[config.mk]
export PLATFORM = sky130hd
export DESIGN_NAME = triple_buffer_slot_manager_unit
export DESIGN_NICKNAME = d
export VERILOG_FILES = /design/src/rtl/tbsm_pkg.sv /design/src/rtl/triple_buffer_slot_manager_unit.sv /design/src/rtl/tbsm_ctrl.sv /design/src/rtl/tbsm_dp.sv
export SDC_FILE = /design/constraint.sdc
export NUM_CORES = 1
export LEC_CHECK = 0
export BUFFER_PORTS_ARGS = -buffer_cell sky130_fd_sc_hd__buf_4
export CAP_MARGIN = 10
export CORE_ASPECT_RATIO = 0.75
export CORE_MARGIN = 3
export CORE_UTILIZATION = 57
export DETAILED_ROUTE_END_ITERATION = 16
export GPL_ROUTABILITY_DRIVEN = 0
export MAX_ROUTING_LAYER = met4
export PLACE_DENSITY = 0.78
export SETUP_SLACK_MARGIN = 0.4
export SLEW_MARGIN = 40
export SYNTH_ARGS = -nofsm -noshare
export SYNTH_HDL_FRONTEND = slang
export SYNTH_SLANG_ARGS = --single-unit
[constraint.sdc]
create_clock -name clk -period 8 [get_ports clk]
set_clock_uncertainty 0.1 [all_clocks]
set_input_delay 0.8 -clock clk [delete_from_list [all_inputs] [get_ports clk]]
set_output_delay 0.8 -clock clk [all_outputs]
set_load 0.005 [all_outputs]
[src/rtl/tbsm_pkg.sv]
// shared types, codes and widths for the triple buffer slot manager
package tbsm_pkg;

  // default number of frame slots
  localparam int SLOT_COUNT_DEF = 3;

  // field widths
  localparam int FUNC_W  = 2;
  localparam int DIM_W   = 16;
  localparam int FNUM_W  = 32;
  localparam int INDEX_W = 3;

  // stream word widths, padded to whole bytes
  localparam int IN_BITS   = DIM_W + DIM_W + FNUM_W + INDEX_W;
  localparam int IN_DATA_W = ((IN_BITS + 7) / 8) * 8;
  localparam int OUT_BITS  = 1 + INDEX_W + DIM_W + DIM_W + FNUM_W;
  localparam int OUT_DATA_W = ((OUT_BITS + 7) / 8) * 8;

  // operation codes
  typedef enum logic [FUNC_W-1:0] {
    FUNC_PUBLISH = 2'd0,
    FUNC_ACQUIRE = 2'd1,
    FUNC_RELEASE = 2'd2,
    FUNC_CLEAR   = 2'd3
  } func_t;

  // slot status codes
  typedef enum logic [1:0] {
    SLOT_FREE      = 2'd0,
    SLOT_PUBLISHED = 2'd1,
    SLOT_INFLIGHT  = 2'd2
  } slot_status_t;

  // commands from controller to datapath
  typedef struct packed {
    logic load;
    logic exec;
  } ctrl_cmd_t;

endpackage

[src/rtl/triple_buffer_slot_manager_unit.sv]
// top level of the triple buffer slot manager
//
// A producer and a display consumer share SLOT_COUNT frame slots. Each word on
// the s_ channel is one request: publish a frame, acquire the newest frame,
// release a slot, or clear all slots. Each request gives exactly one result
// word on the m_ channel, holding the accepted flag, the slot index and, for
// an acquire, the frame size and frame number.
// A request is taken when s_tvalid and s_tready are high; the slot table is
// updated in the following cycle and the result word shows on m_tvalid the
// cycle after that. One request is in work at a time: s_tready returns the
// cycle after the result is taken, so each request passes through the accept
// cycle, the cycle that updates the table and loads the result register, and
// the cycle that hands the result word out.
// If the receiver stalls, the result word holds on m_tdata and no new request
// is taken until it is taken.
// Reset (rst, synchronous) frees all slots, drops the newest-frame marker and
// leaves the block ready for a request.
module triple_buffer_slot_manager_unit #(
  parameter int SLOT_COUNT = tbsm_pkg::SLOT_COUNT_DEF
) (
  input  logic                                clk,
  input  logic                                rst,
  // slave side: width, height, frame_number, release_index
  input  logic [tbsm_pkg::IN_DATA_W-1:0]      s_tdata,
  // func
  input  logic [tbsm_pkg::FUNC_W-1:0]         s_tuser,
  input  logic                                s_tvalid,
  output logic                                s_tready,
  // master side: accepted, slot_index, out_width, out_height, out_frame_number
  output logic [tbsm_pkg::OUT_DATA_W-1:0]     m_tdata,
  output logic                                m_tvalid,
  input  logic                                m_tready
);
  import tbsm_pkg::*;

  ctrl_cmd_t          cmd;
  logic               accepted;
  logic [INDEX_W-1:0] slot_index;
  logic [DIM_W-1:0]   out_width;
  logic [DIM_W-1:0]   out_height;
  logic [FNUM_W-1:0]  out_frame_number;

  // sequencer
  tbsm_ctrl u_ctrl (
    .clk      (clk),
    .rst      (rst),
    .s_tvalid (s_tvalid),
    .s_tready (s_tready),
    .m_tvalid (m_tvalid),
    .m_tready (m_tready),
    .cmd      (cmd)
  );

  // slot table and result
  tbsm_dp #(
    .SLOT_COUNT (SLOT_COUNT)
  ) u_dp (
    .clk              (clk),
    .rst              (rst),
    .cmd              (cmd),
    .in_func          (s_tuser),
    .in_frame_width   (s_tdata[DIM_W-1:0]),
    .in_frame_height  (s_tdata[2*DIM_W-1:DIM_W]),
    .in_frame_number  (s_tdata[2*DIM_W+FNUM_W-1:2*DIM_W]),
    .in_release_index (s_tdata[IN_BITS-1:2*DIM_W+FNUM_W]),
    .accepted         (accepted),
    .slot_index       (slot_index),
    .out_width        (out_width),
    .out_height       (out_height),
    .out_frame_number (out_frame_number)
  );

  // pack the result word
  assign m_tdata = {{(OUT_DATA_W-OUT_BITS){1'b0}}, out_frame_number, out_height,
                    out_width, slot_index, accepted};

endmodule

[src/rtl/tbsm_ctrl.sv]
// handshake sequencer for the triple buffer slot manager
module tbsm_ctrl (
  input  logic                clk,
  input  logic                rst,
  input  logic                s_tvalid,
  output logic                s_tready,
  output logic                m_tvalid,
  input  logic                m_tready,
  output tbsm_pkg::ctrl_cmd_t cmd
);
  import tbsm_pkg::*;

  typedef enum logic [1:0] {
    ST_IDLE,
    ST_EXEC,
    ST_SEND
  } state_t;

  state_t state;

  // datapath commands
  assign cmd.load = s_tvalid && s_tready;
  assign cmd.exec = (state == ST_EXEC);

  // state and handshake registers
  always_ff @(posedge clk) begin
    if (rst) begin
      state    <= ST_IDLE;
      s_tready <= 1'b1;
      m_tvalid <= 1'b0;
    end else begin
      case (state)
        ST_IDLE: begin
          if (s_tvalid && s_tready) begin
            state    <= ST_EXEC;
            s_tready <= 1'b0;
          end
        end
        ST_EXEC: begin
          state    <= ST_SEND;
          m_tvalid <= 1'b1;
        end
        ST_SEND: begin
          if (m_tready) begin
            state    <= ST_IDLE;
            m_tvalid <= 1'b0;
            s_tready <= 1'b1;
          end
        end
        default: begin
          state    <= ST_IDLE;
          s_tready <= 1'b1;
          m_tvalid <= 1'b0;
        end
      endcase
    end
  end

endmodule

[src/rtl/tbsm_dp.sv]
// slot table, selection logic and result register
module tbsm_dp #(
  parameter int SLOT_COUNT = tbsm_pkg::SLOT_COUNT_DEF
) (
  input  logic                            clk,
  input  logic                            rst,
  input  tbsm_pkg::ctrl_cmd_t             cmd,
  input  logic [tbsm_pkg::FUNC_W-1:0]     in_func,
  input  logic [tbsm_pkg::DIM_W-1:0]      in_frame_width,
  input  logic [tbsm_pkg::DIM_W-1:0]      in_frame_height,
  input  logic [tbsm_pkg::FNUM_W-1:0]     in_frame_number,
  input  logic [tbsm_pkg::INDEX_W-1:0]    in_release_index,
  output logic                            accepted,
  output logic [tbsm_pkg::INDEX_W-1:0]    slot_index,
  output logic [tbsm_pkg::DIM_W-1:0]      out_width,
  output logic [tbsm_pkg::DIM_W-1:0]      out_height,
  output logic [tbsm_pkg::FNUM_W-1:0]     out_frame_number
);
  import tbsm_pkg::*;

  // latched request
  func_t              req_func;
  logic [DIM_W-1:0]   req_width;
  logic [DIM_W-1:0]   req_height;
  logic [FNUM_W-1:0]  req_fnum;
  logic [INDEX_W-1:0] req_rel;

  // slot table
  slot_status_t       status [SLOT_COUNT];
  logic [DIM_W-1:0]   slot_w [SLOT_COUNT];
  logic [DIM_W-1:0]   slot_h [SLOT_COUNT];
  logic [FNUM_W-1:0]  slot_fn [SLOT_COUNT];
  logic [INDEX_W-1:0] newest_index;
  logic               newest_valid;
  logic               newest_taken;

  // selection results
  logic               free_any;
  logic [INDEX_W-1:0] pick;
  logic               newest_pub;
  logic               rel_hit;
  logic [DIM_W-1:0]   sel_w;
  logic [DIM_W-1:0]   sel_h;
  logic [FNUM_W-1:0]  sel_fn;
  logic               pub_ok;
  logic               acq_ok;
  logic               drop_old;

  // capture the request word
  always_ff @(posedge clk) begin
    if (cmd.load) begin
      req_func   <= func_t'(in_func);
      req_width  <= in_frame_width;
      req_height <= in_frame_height;
      req_fnum   <= in_frame_number;
      req_rel    <= in_release_index;
    end
  end

  // lowest free slot, newest slot lookup, release match
  always_comb begin
    free_any   = 1'b0;
    pick       = '0;
    newest_pub = 1'b0;
    rel_hit    = 1'b0;
    sel_w      = '0;
    sel_h      = '0;
    sel_fn     = '0;
    for (int i = SLOT_COUNT - 1; i >= 0; i--) begin
      if (status[i] == SLOT_FREE) begin
        free_any = 1'b1;
        pick     = INDEX_W'(i);
      end
    end
    for (int i = 0; i < SLOT_COUNT; i++) begin
      if (newest_index == INDEX_W'(i)) begin
        newest_pub = (status[i] == SLOT_PUBLISHED);
        sel_w      = slot_w[i];
        sel_h      = slot_h[i];
        sel_fn     = slot_fn[i];
      end
      if (req_rel == INDEX_W'(i) && status[i] == SLOT_INFLIGHT) begin
        rel_hit = 1'b1;
      end
    end
    pub_ok   = (req_width != '0) && (req_height != '0) && free_any;
    acq_ok   = newest_valid && !newest_taken && newest_pub;
    drop_old = acq_ok && (newest_index != pick);
  end

  // slot table update
  always_ff @(posedge clk) begin
    if (rst) begin
      for (int i = 0; i < SLOT_COUNT; i++) status[i] <= SLOT_FREE;
      newest_index <= '0;
      newest_valid <= 1'b0;
      newest_taken <= 1'b0;
    end else if (cmd.exec) begin
      case (req_func)
        FUNC_PUBLISH: begin
          if (pub_ok) begin
            for (int i = 0; i < SLOT_COUNT; i++) begin
              if (pick == INDEX_W'(i)) begin
                status[i]  <= SLOT_PUBLISHED;
                slot_w[i]  <= req_width;
                slot_h[i]  <= req_height;
                slot_fn[i] <= req_fnum;
              end else if (drop_old && newest_index == INDEX_W'(i)) begin
                status[i] <= SLOT_FREE;
              end
            end
            newest_index <= pick;
            newest_valid <= 1'b1;
            newest_taken <= 1'b0;
          end
        end
        FUNC_ACQUIRE: begin
          if (acq_ok) begin
            for (int i = 0; i < SLOT_COUNT; i++) begin
              if (newest_index == INDEX_W'(i)) status[i] <= SLOT_INFLIGHT;
            end
            newest_taken <= 1'b1;
          end
        end
        FUNC_RELEASE: begin
          for (int i = 0; i < SLOT_COUNT; i++) begin
            if (req_rel == INDEX_W'(i) && status[i] == SLOT_INFLIGHT) begin
              status[i] <= SLOT_FREE;
            end
          end
        end
        FUNC_CLEAR: begin
          for (int i = 0; i < SLOT_COUNT; i++) status[i] <= SLOT_FREE;
          newest_index <= '0;
          newest_valid <= 1'b0;
          newest_taken <= 1'b0;
        end
        default: begin
          newest_valid <= newest_valid;
        end
      endcase
    end
  end

  // result register
  always_ff @(posedge clk) begin
    if (cmd.exec) begin
      accepted         <= 1'b0;
      slot_index       <= '0;
      out_width        <= '0;
      out_height       <= '0;
      out_frame_number <= '0;
      case (req_func)
        FUNC_PUBLISH: begin
          if (pub_ok) begin
            accepted   <= 1'b1;
            slot_index <= pick;
          end
        end
        FUNC_ACQUIRE: begin
          if (acq_ok) begin
            accepted         <= 1'b1;
            slot_index       <= newest_index;
            out_width        <= sel_w;
            out_height       <= sel_h;
            out_frame_number <= sel_fn;
          end
        end
        FUNC_RELEASE: begin
          accepted <= rel_hit;
        end
        default: begin
          accepted <= 1'b0;
        end
      endcase
    end
  end

endmodule
### Word level (Yosys, flattened, before mapping)

Memories as Yosys holds them, arrays and structs flattened.
Cells that the tools add are included.

* eq/ne operators: 22
* multiplexer cells: 152
* bitwise operators: 17
* reductions and logical operators: 37

Operators with widths (count)
* $mux 16: 10
* $mux 32: 5
* $mux 1: 100
* $reduce_or 16->1: 4
* $reduce_or 32->1: 2
* $mux 2: 27
* $reduce_bool 16->1: 2
* $or 1x1->1: 15
* $eq 2x2->1 const B: 7
* $eq 2x1->1 const B: 6
* $logic_and 1x1->1: 12
* $pmux 1 s3: 4
* $pmux 3 s2: 2
* $logic_not 2->1: 5
* $logic_not 3->1: 3
* $eq 3x1->1 const B: 2
* $eq 3x2->1 const B: 2
* $mux 3: 2
* $pmux 2 s3: 1
* $reduce_and 2->1: 3
* $reduce_and 3->1: 2
* $ne 2x1->1 const B: 2
* $ne 2x2->1 const B: 2
* $reduce_and 4->1: 1
* other kinds (6): 7

* register bits after elaboration: 146
* RAM bits: 198
* bits of input ports: 78
* logic and storage cells: 248
* memories kept: 4

Memories
* u_dp.slot_fn: depth 3, bits a word 32, rd ports 3, clocked after memory_dff 0, wr ports 1, RTL line tbsm_dp.sv:32 `logic [FNUM_W-1:0] slot_fn [SLOT_COUNT];`
* u_dp.slot_h: depth 3, bits a word 16, rd ports 3, clocked after memory_dff 0, wr ports 1, RTL line tbsm_dp.sv:31 `logic [DIM_W-1:0] slot_h [SLOT_COUNT];`
* u_dp.slot_w: depth 3, bits a word 16, rd ports 3, clocked after memory_dff 0, wr ports 1, RTL line tbsm_dp.sv:30 `logic [DIM_W-1:0] slot_w [SLOT_COUNT];`
* u_dp.status: depth 3, bits a word 2, rd ports 3, clocked after memory_dff 0, wr ports 3, RTL line tbsm_dp.sv:29 `slot_status_t status [SLOT_COUNT];`

### Longest topological paths before layout

An unclocked memory read counts as a cell.

* depth in word-level cells: 19
* depth in mapped cells: 7
* depth with buffers taken out: 5

### Hierarchy

A second synthesis with hierarchy kept.

* cells, all modules: 751
* area total of the unflattened synthesis: 12564.6 um^2

Modules (own cells, without submodules)
* tbsm_dp: times used 1, cells an instance 730, area each 12370.6 um^2
* tbsm_ctrl: times used 1, cells an instance 15, area each 152.6 um^2
* triple_buffer_slot_manager_unit: times used 1, cells an instance 6, area each 41.3 um^2

### Worst setup path before layout

No wires, ideal clock.

* kind: reg2reg
* start point: register u_ctrl.state[1]
* end point: memory u_dp.slot_fn[1][0] (netlist: u_dp.slot_fn[0][32]), enable pin
* setup time: 486 ps
* arrival: 5741 ps
* setup slack: 1673 ps
* cell stages (with the launch flop): 6
* path buffers: 1
* period minus slack after synthesis: 6327 ps
* path through: dfxtp_1 -> nand2b_1 -> inv_1 -> clkbuf_1 -> nand3_1 -> nor2_1

RTL lines
* start, declared: RTL line tbsm_ctrl.sv:19 `state_t state;`
* start signal, assigned: RTL line tbsm_ctrl.sv:28 `state <= ST_IDLE;`
* start signal, assigned: RTL line tbsm_ctrl.sv:35 `state <= ST_EXEC;`
* start signal, assigned: RTL line tbsm_ctrl.sv:40 `state <= ST_SEND;`
* end, declared: RTL line tbsm_dp.sv:32

==> impl_metrics.py <==
metrics = {
    "outcome": {
        "status": "finished clean",
    },
    "power_and_ir_drop": {
        "clkPwrFrac_pct": 41.5,
        "power_mw": 3.68,
        "p_sw_mw": 0.704,
        "p_comb_share_pct": 2.9,
        "p_sw_share_pct": 19.1,
        "leakage_nw": 5.08,
        "p_seq_share_pct": 55.6,
        "powerDensity_nw_per_um2": 245,
        "p_int_mw": 2.98,
        "peakVddDrop_uv": 184,
    },
    "logic_synthesis": {
        "synth-main-ff-cell": "edfxtp_1",
        "netlist_area_um2": 12400,
        "ys_warn_count": 0,
        "ys_ff_latch": 342,
        "ys_top_cells_by_area": "edfxtp_1, mux2i_1, nor2_1",
        "synth_edf_count": 331,
        "avgSynthCellArea_um2": 16.7,
        "ys_types": 45,
        "yosys.area.top_type_share_pct": 79.9,
        "async_flop_share_pct": 0,
        "synthCells": 744,
        "yosys.area.top_type": "edfxtp_1",
        "ys_seq_area_share_pct": 81.7,
    },
    "setup_path": {
        "cp_cell_sequence": "o22ai_1 > o2111a_1 > nand3_1 > nor2_4 > buf_4",
        "criticalPathCategory": "flip-flop to flip-flop",
        "cp-end-kind": "flip-flop",
        "cp.arrival_ns": 3.04,
        "critPathMaxFanout": 37,
        "worstSetupStartpointType": "flip-flop",
        "required_ns": 8.08,
        "cpPeakStageDelay_ns": 0.57,
        "reg2reg_from": "u_dp.status[0][3]$_DFFE_PP_",
        "startpoint": "u_dp.status[0][3]$_DFFE_PP_",
        "slowest_stage": "buf_4",
    },
    "clock_network": {
        "clk_pin_slew_ns": 0.07,
        "cts_tree": "built",
        "postCtsSetupBuffers": 0,
        "cts_resized": 0,
        "numCtsBuffers": 31,
        "cts_max_level": 1,
        "cts_hold_buf": 0,
        "cts.sink_count": 342,
        "cts.path.max_buffers": 3,
        "clk_latency_ns": 0.55,
        "root_buffer": "clkbuf_16",
    },
    "floorplan": {
        "dieArea_um2": 23600,
        "dieHeight_um": 134,
        "initial_core_util_pct": 58.4,
        "io_pins": 152,
        "die_x_um": 177,
        "core_um2": 21300,
        "num_rows": 46,
    },
    "layout": {
        "fillers": 1344,
        "multi_input_area_um2": 2100,
        "seqCellArea_um2": 10200,
        "layout-drive-gt1-share_pct": 23.8,
        "nets": 973,
        "design_area_um2": 15000,
        "area_delta_synth_final_pct": 20.6,
    },
    "sta": {
        "report.final.slew_viol_count": 0,
        "min_period_over_period_pct": 37.1,
        "rsz0062_at_grt": "no",
        "fmax_ghz": 0.337,
        "setup_viol": 0,
        "timing.final.crit_period_ns": 2.97,
        "whs_ns": 0.317,
        "tightest_slew_ns": 0.737,
        "fin_tns_setup_ns": 0,
        "slew_headroom_pct": 50.9,
        "hold_viol_final": 0,
        "worst_slack_ns": 5.03,
    },
    "route": {
        "drc_errors": 0,
        "ant_nets": 0,
        "wire_per_inst_um": 18.5,
        "vias_per_cell": 5.40,
        "wirelength_mm": 22.3,
        "first_iter_violations": 489,
        "vias": 6526,
        "drt_pre_antenna_iters": 5,
    },
    "global_routing": {
        "grt-ovfl-total": 0,
        "grt_use_total_pct": 19.6,
        "grt_start_max_net_pins": 77,
        "grt_pass1_wl_mm": 34.8,
        "antenna_found_initial": 1,
        "grt_pass1_vias": 6271,
    },
    "place": {
        "io_buffers": 141,
        "dp_slack_ns": 5.03,
        "place_hpwl_mm": 13.1,
        "placed_area_um2": 13900,
    },
    "hold_path": {
        "hold_path_class": "input port to flip-flop",
        "hp-start": "s_tdata[6]",
    },
    "run": {
        "drv_cap": 0,
    },
}
-- cell usage in the layout, fill, tap and decap left out, types with 2 or more instances in the layout --
master        n
nor2b_1       2
bufinv_16     6
dfxtp_4       2
nor3_1        3
and2_1        2
nand2b_1      7
nor2_1      141
a21oi_1      68
and3_1        2
clkinvlp_4    4
edfxtp_1    331
mux2i_1      64
clkinv_1      4
clkinv_2      8
buf_4       146
inv_1         5
inv_6         2
nand3_1       4
a211oi_1      2
clkbuf_1      3
o21ai_0       5
and3_4        2
buf_16        3
conb_1        5
clkbuf_16    31
o22ai_1       4
buf_12        4
or3_1         3
dfxtp_1       9
nand2_1      10
nand4_1       2
nor4_1       11
-- layout make-up --
| class | instances | area share, % |
|---|---|---|
| Sequential cell | 342 | 67.8 |
| Multi-Input combinational cell | 359 | 14.0 |
| Timing Repair Buffer | 154 | 8.47 |
| Clock buffer | 34 | 5.25 |
| Tap cell | 288 | 2.40 |
| Clock inverter | 24 | 1.91 |
| Inverter | 7 | 0.184 |
| Antenna cell | 1 | 0.0167 |
-- worst max-delay path: cells and delay by family, from the launching register on --
family                 cells  cell delay, ns
AOI/OAI and AO/OA          2            0.75
and+or+nand+nor            2            0.70
buffers and inverters      1            0.57
DFF                        1            0.45
-- Yosys cell counts (all sizes together) (5+ instances only) --
master	count
nand2	10
mux2i	64
a21oi	68
nor4	12
nor2	142
clkbuf	21
buf	19
inv	7
dfxtp	11
edfxtp	331
o21ai	5
nand2b	7
-- flip-flops by register name, summed over array words and instances (netlist names), 16 cells and up --
name	cells
u_dp.out_width	16
u_dp.slot_w	48
u_dp.slot_fn	96
u_dp.req_height	16
u_dp.out_height	16
u_dp.req_fnum	32
u_dp.req_width	16
u_dp.slot_h	48
u_dp.out_frame_number	32
-- kinds of logic (layout without fill, tap and decap cells) --
kind of cell    Yosys count  count (layout)  share of synthesized area (%)
other cells               1               6                         0.0302
compound gates           94              94                           4.39
buf+inv                  47             219                           1.89
mux                      64              64                           5.15
simple gates            196             196                           6.84
flops                   342             342                           81.7
-- power by group through the flow --
stage                     Clock (mW)  Sequential [mW]  Combinational (mW)
after floorplan                    0             2.08              0.0400
after global placement             0             2.08               0.105
after detailed placement           0             2.08               0.110
after CTS                       1.56             2.04               0.110
after global routing            1.63             2.05               0.118
final                           1.53             2.05               0.108
-- metrics by stage --
step	utilization, %	instances
finish	70.4	1209
global route	70.4	1209
CTS	70.4	1208
detailed placement	65.4	1150
global placement	64.6	1143
floorplan	-	748
-- layer usage --
| layer | up-vias | global-route usage, % | wire [um] |
|---|---|---|---|
| met5 | - | - | 0 |
| met4 | 0 | 3.66 | 293 |
| met3 | 30 | 4.47 | 1850 |
| met2 | 250 | 29.5 | 10400 |
| met1 | 3150 | 28.2 | 9810 |
| li1 | 3096 | - | - |
-- final timing paths --
kind,end,slack (ns),cells past startpoint
worst min register to register,u_dp.newest_taken$_SDFFE_PP0P_,0.36,2
worst max register to register,u_dp.slot_h[0][28]$_DFFE_PP_,5.03,5
worst min-delay path,u_dp.req_width[6]$_DFFE_PP_,0.32,1
worst max-delay path,u_dp.slot_h[0][28]$_DFFE_PP_,5.03,5
(Power assumes the default switching activity.)
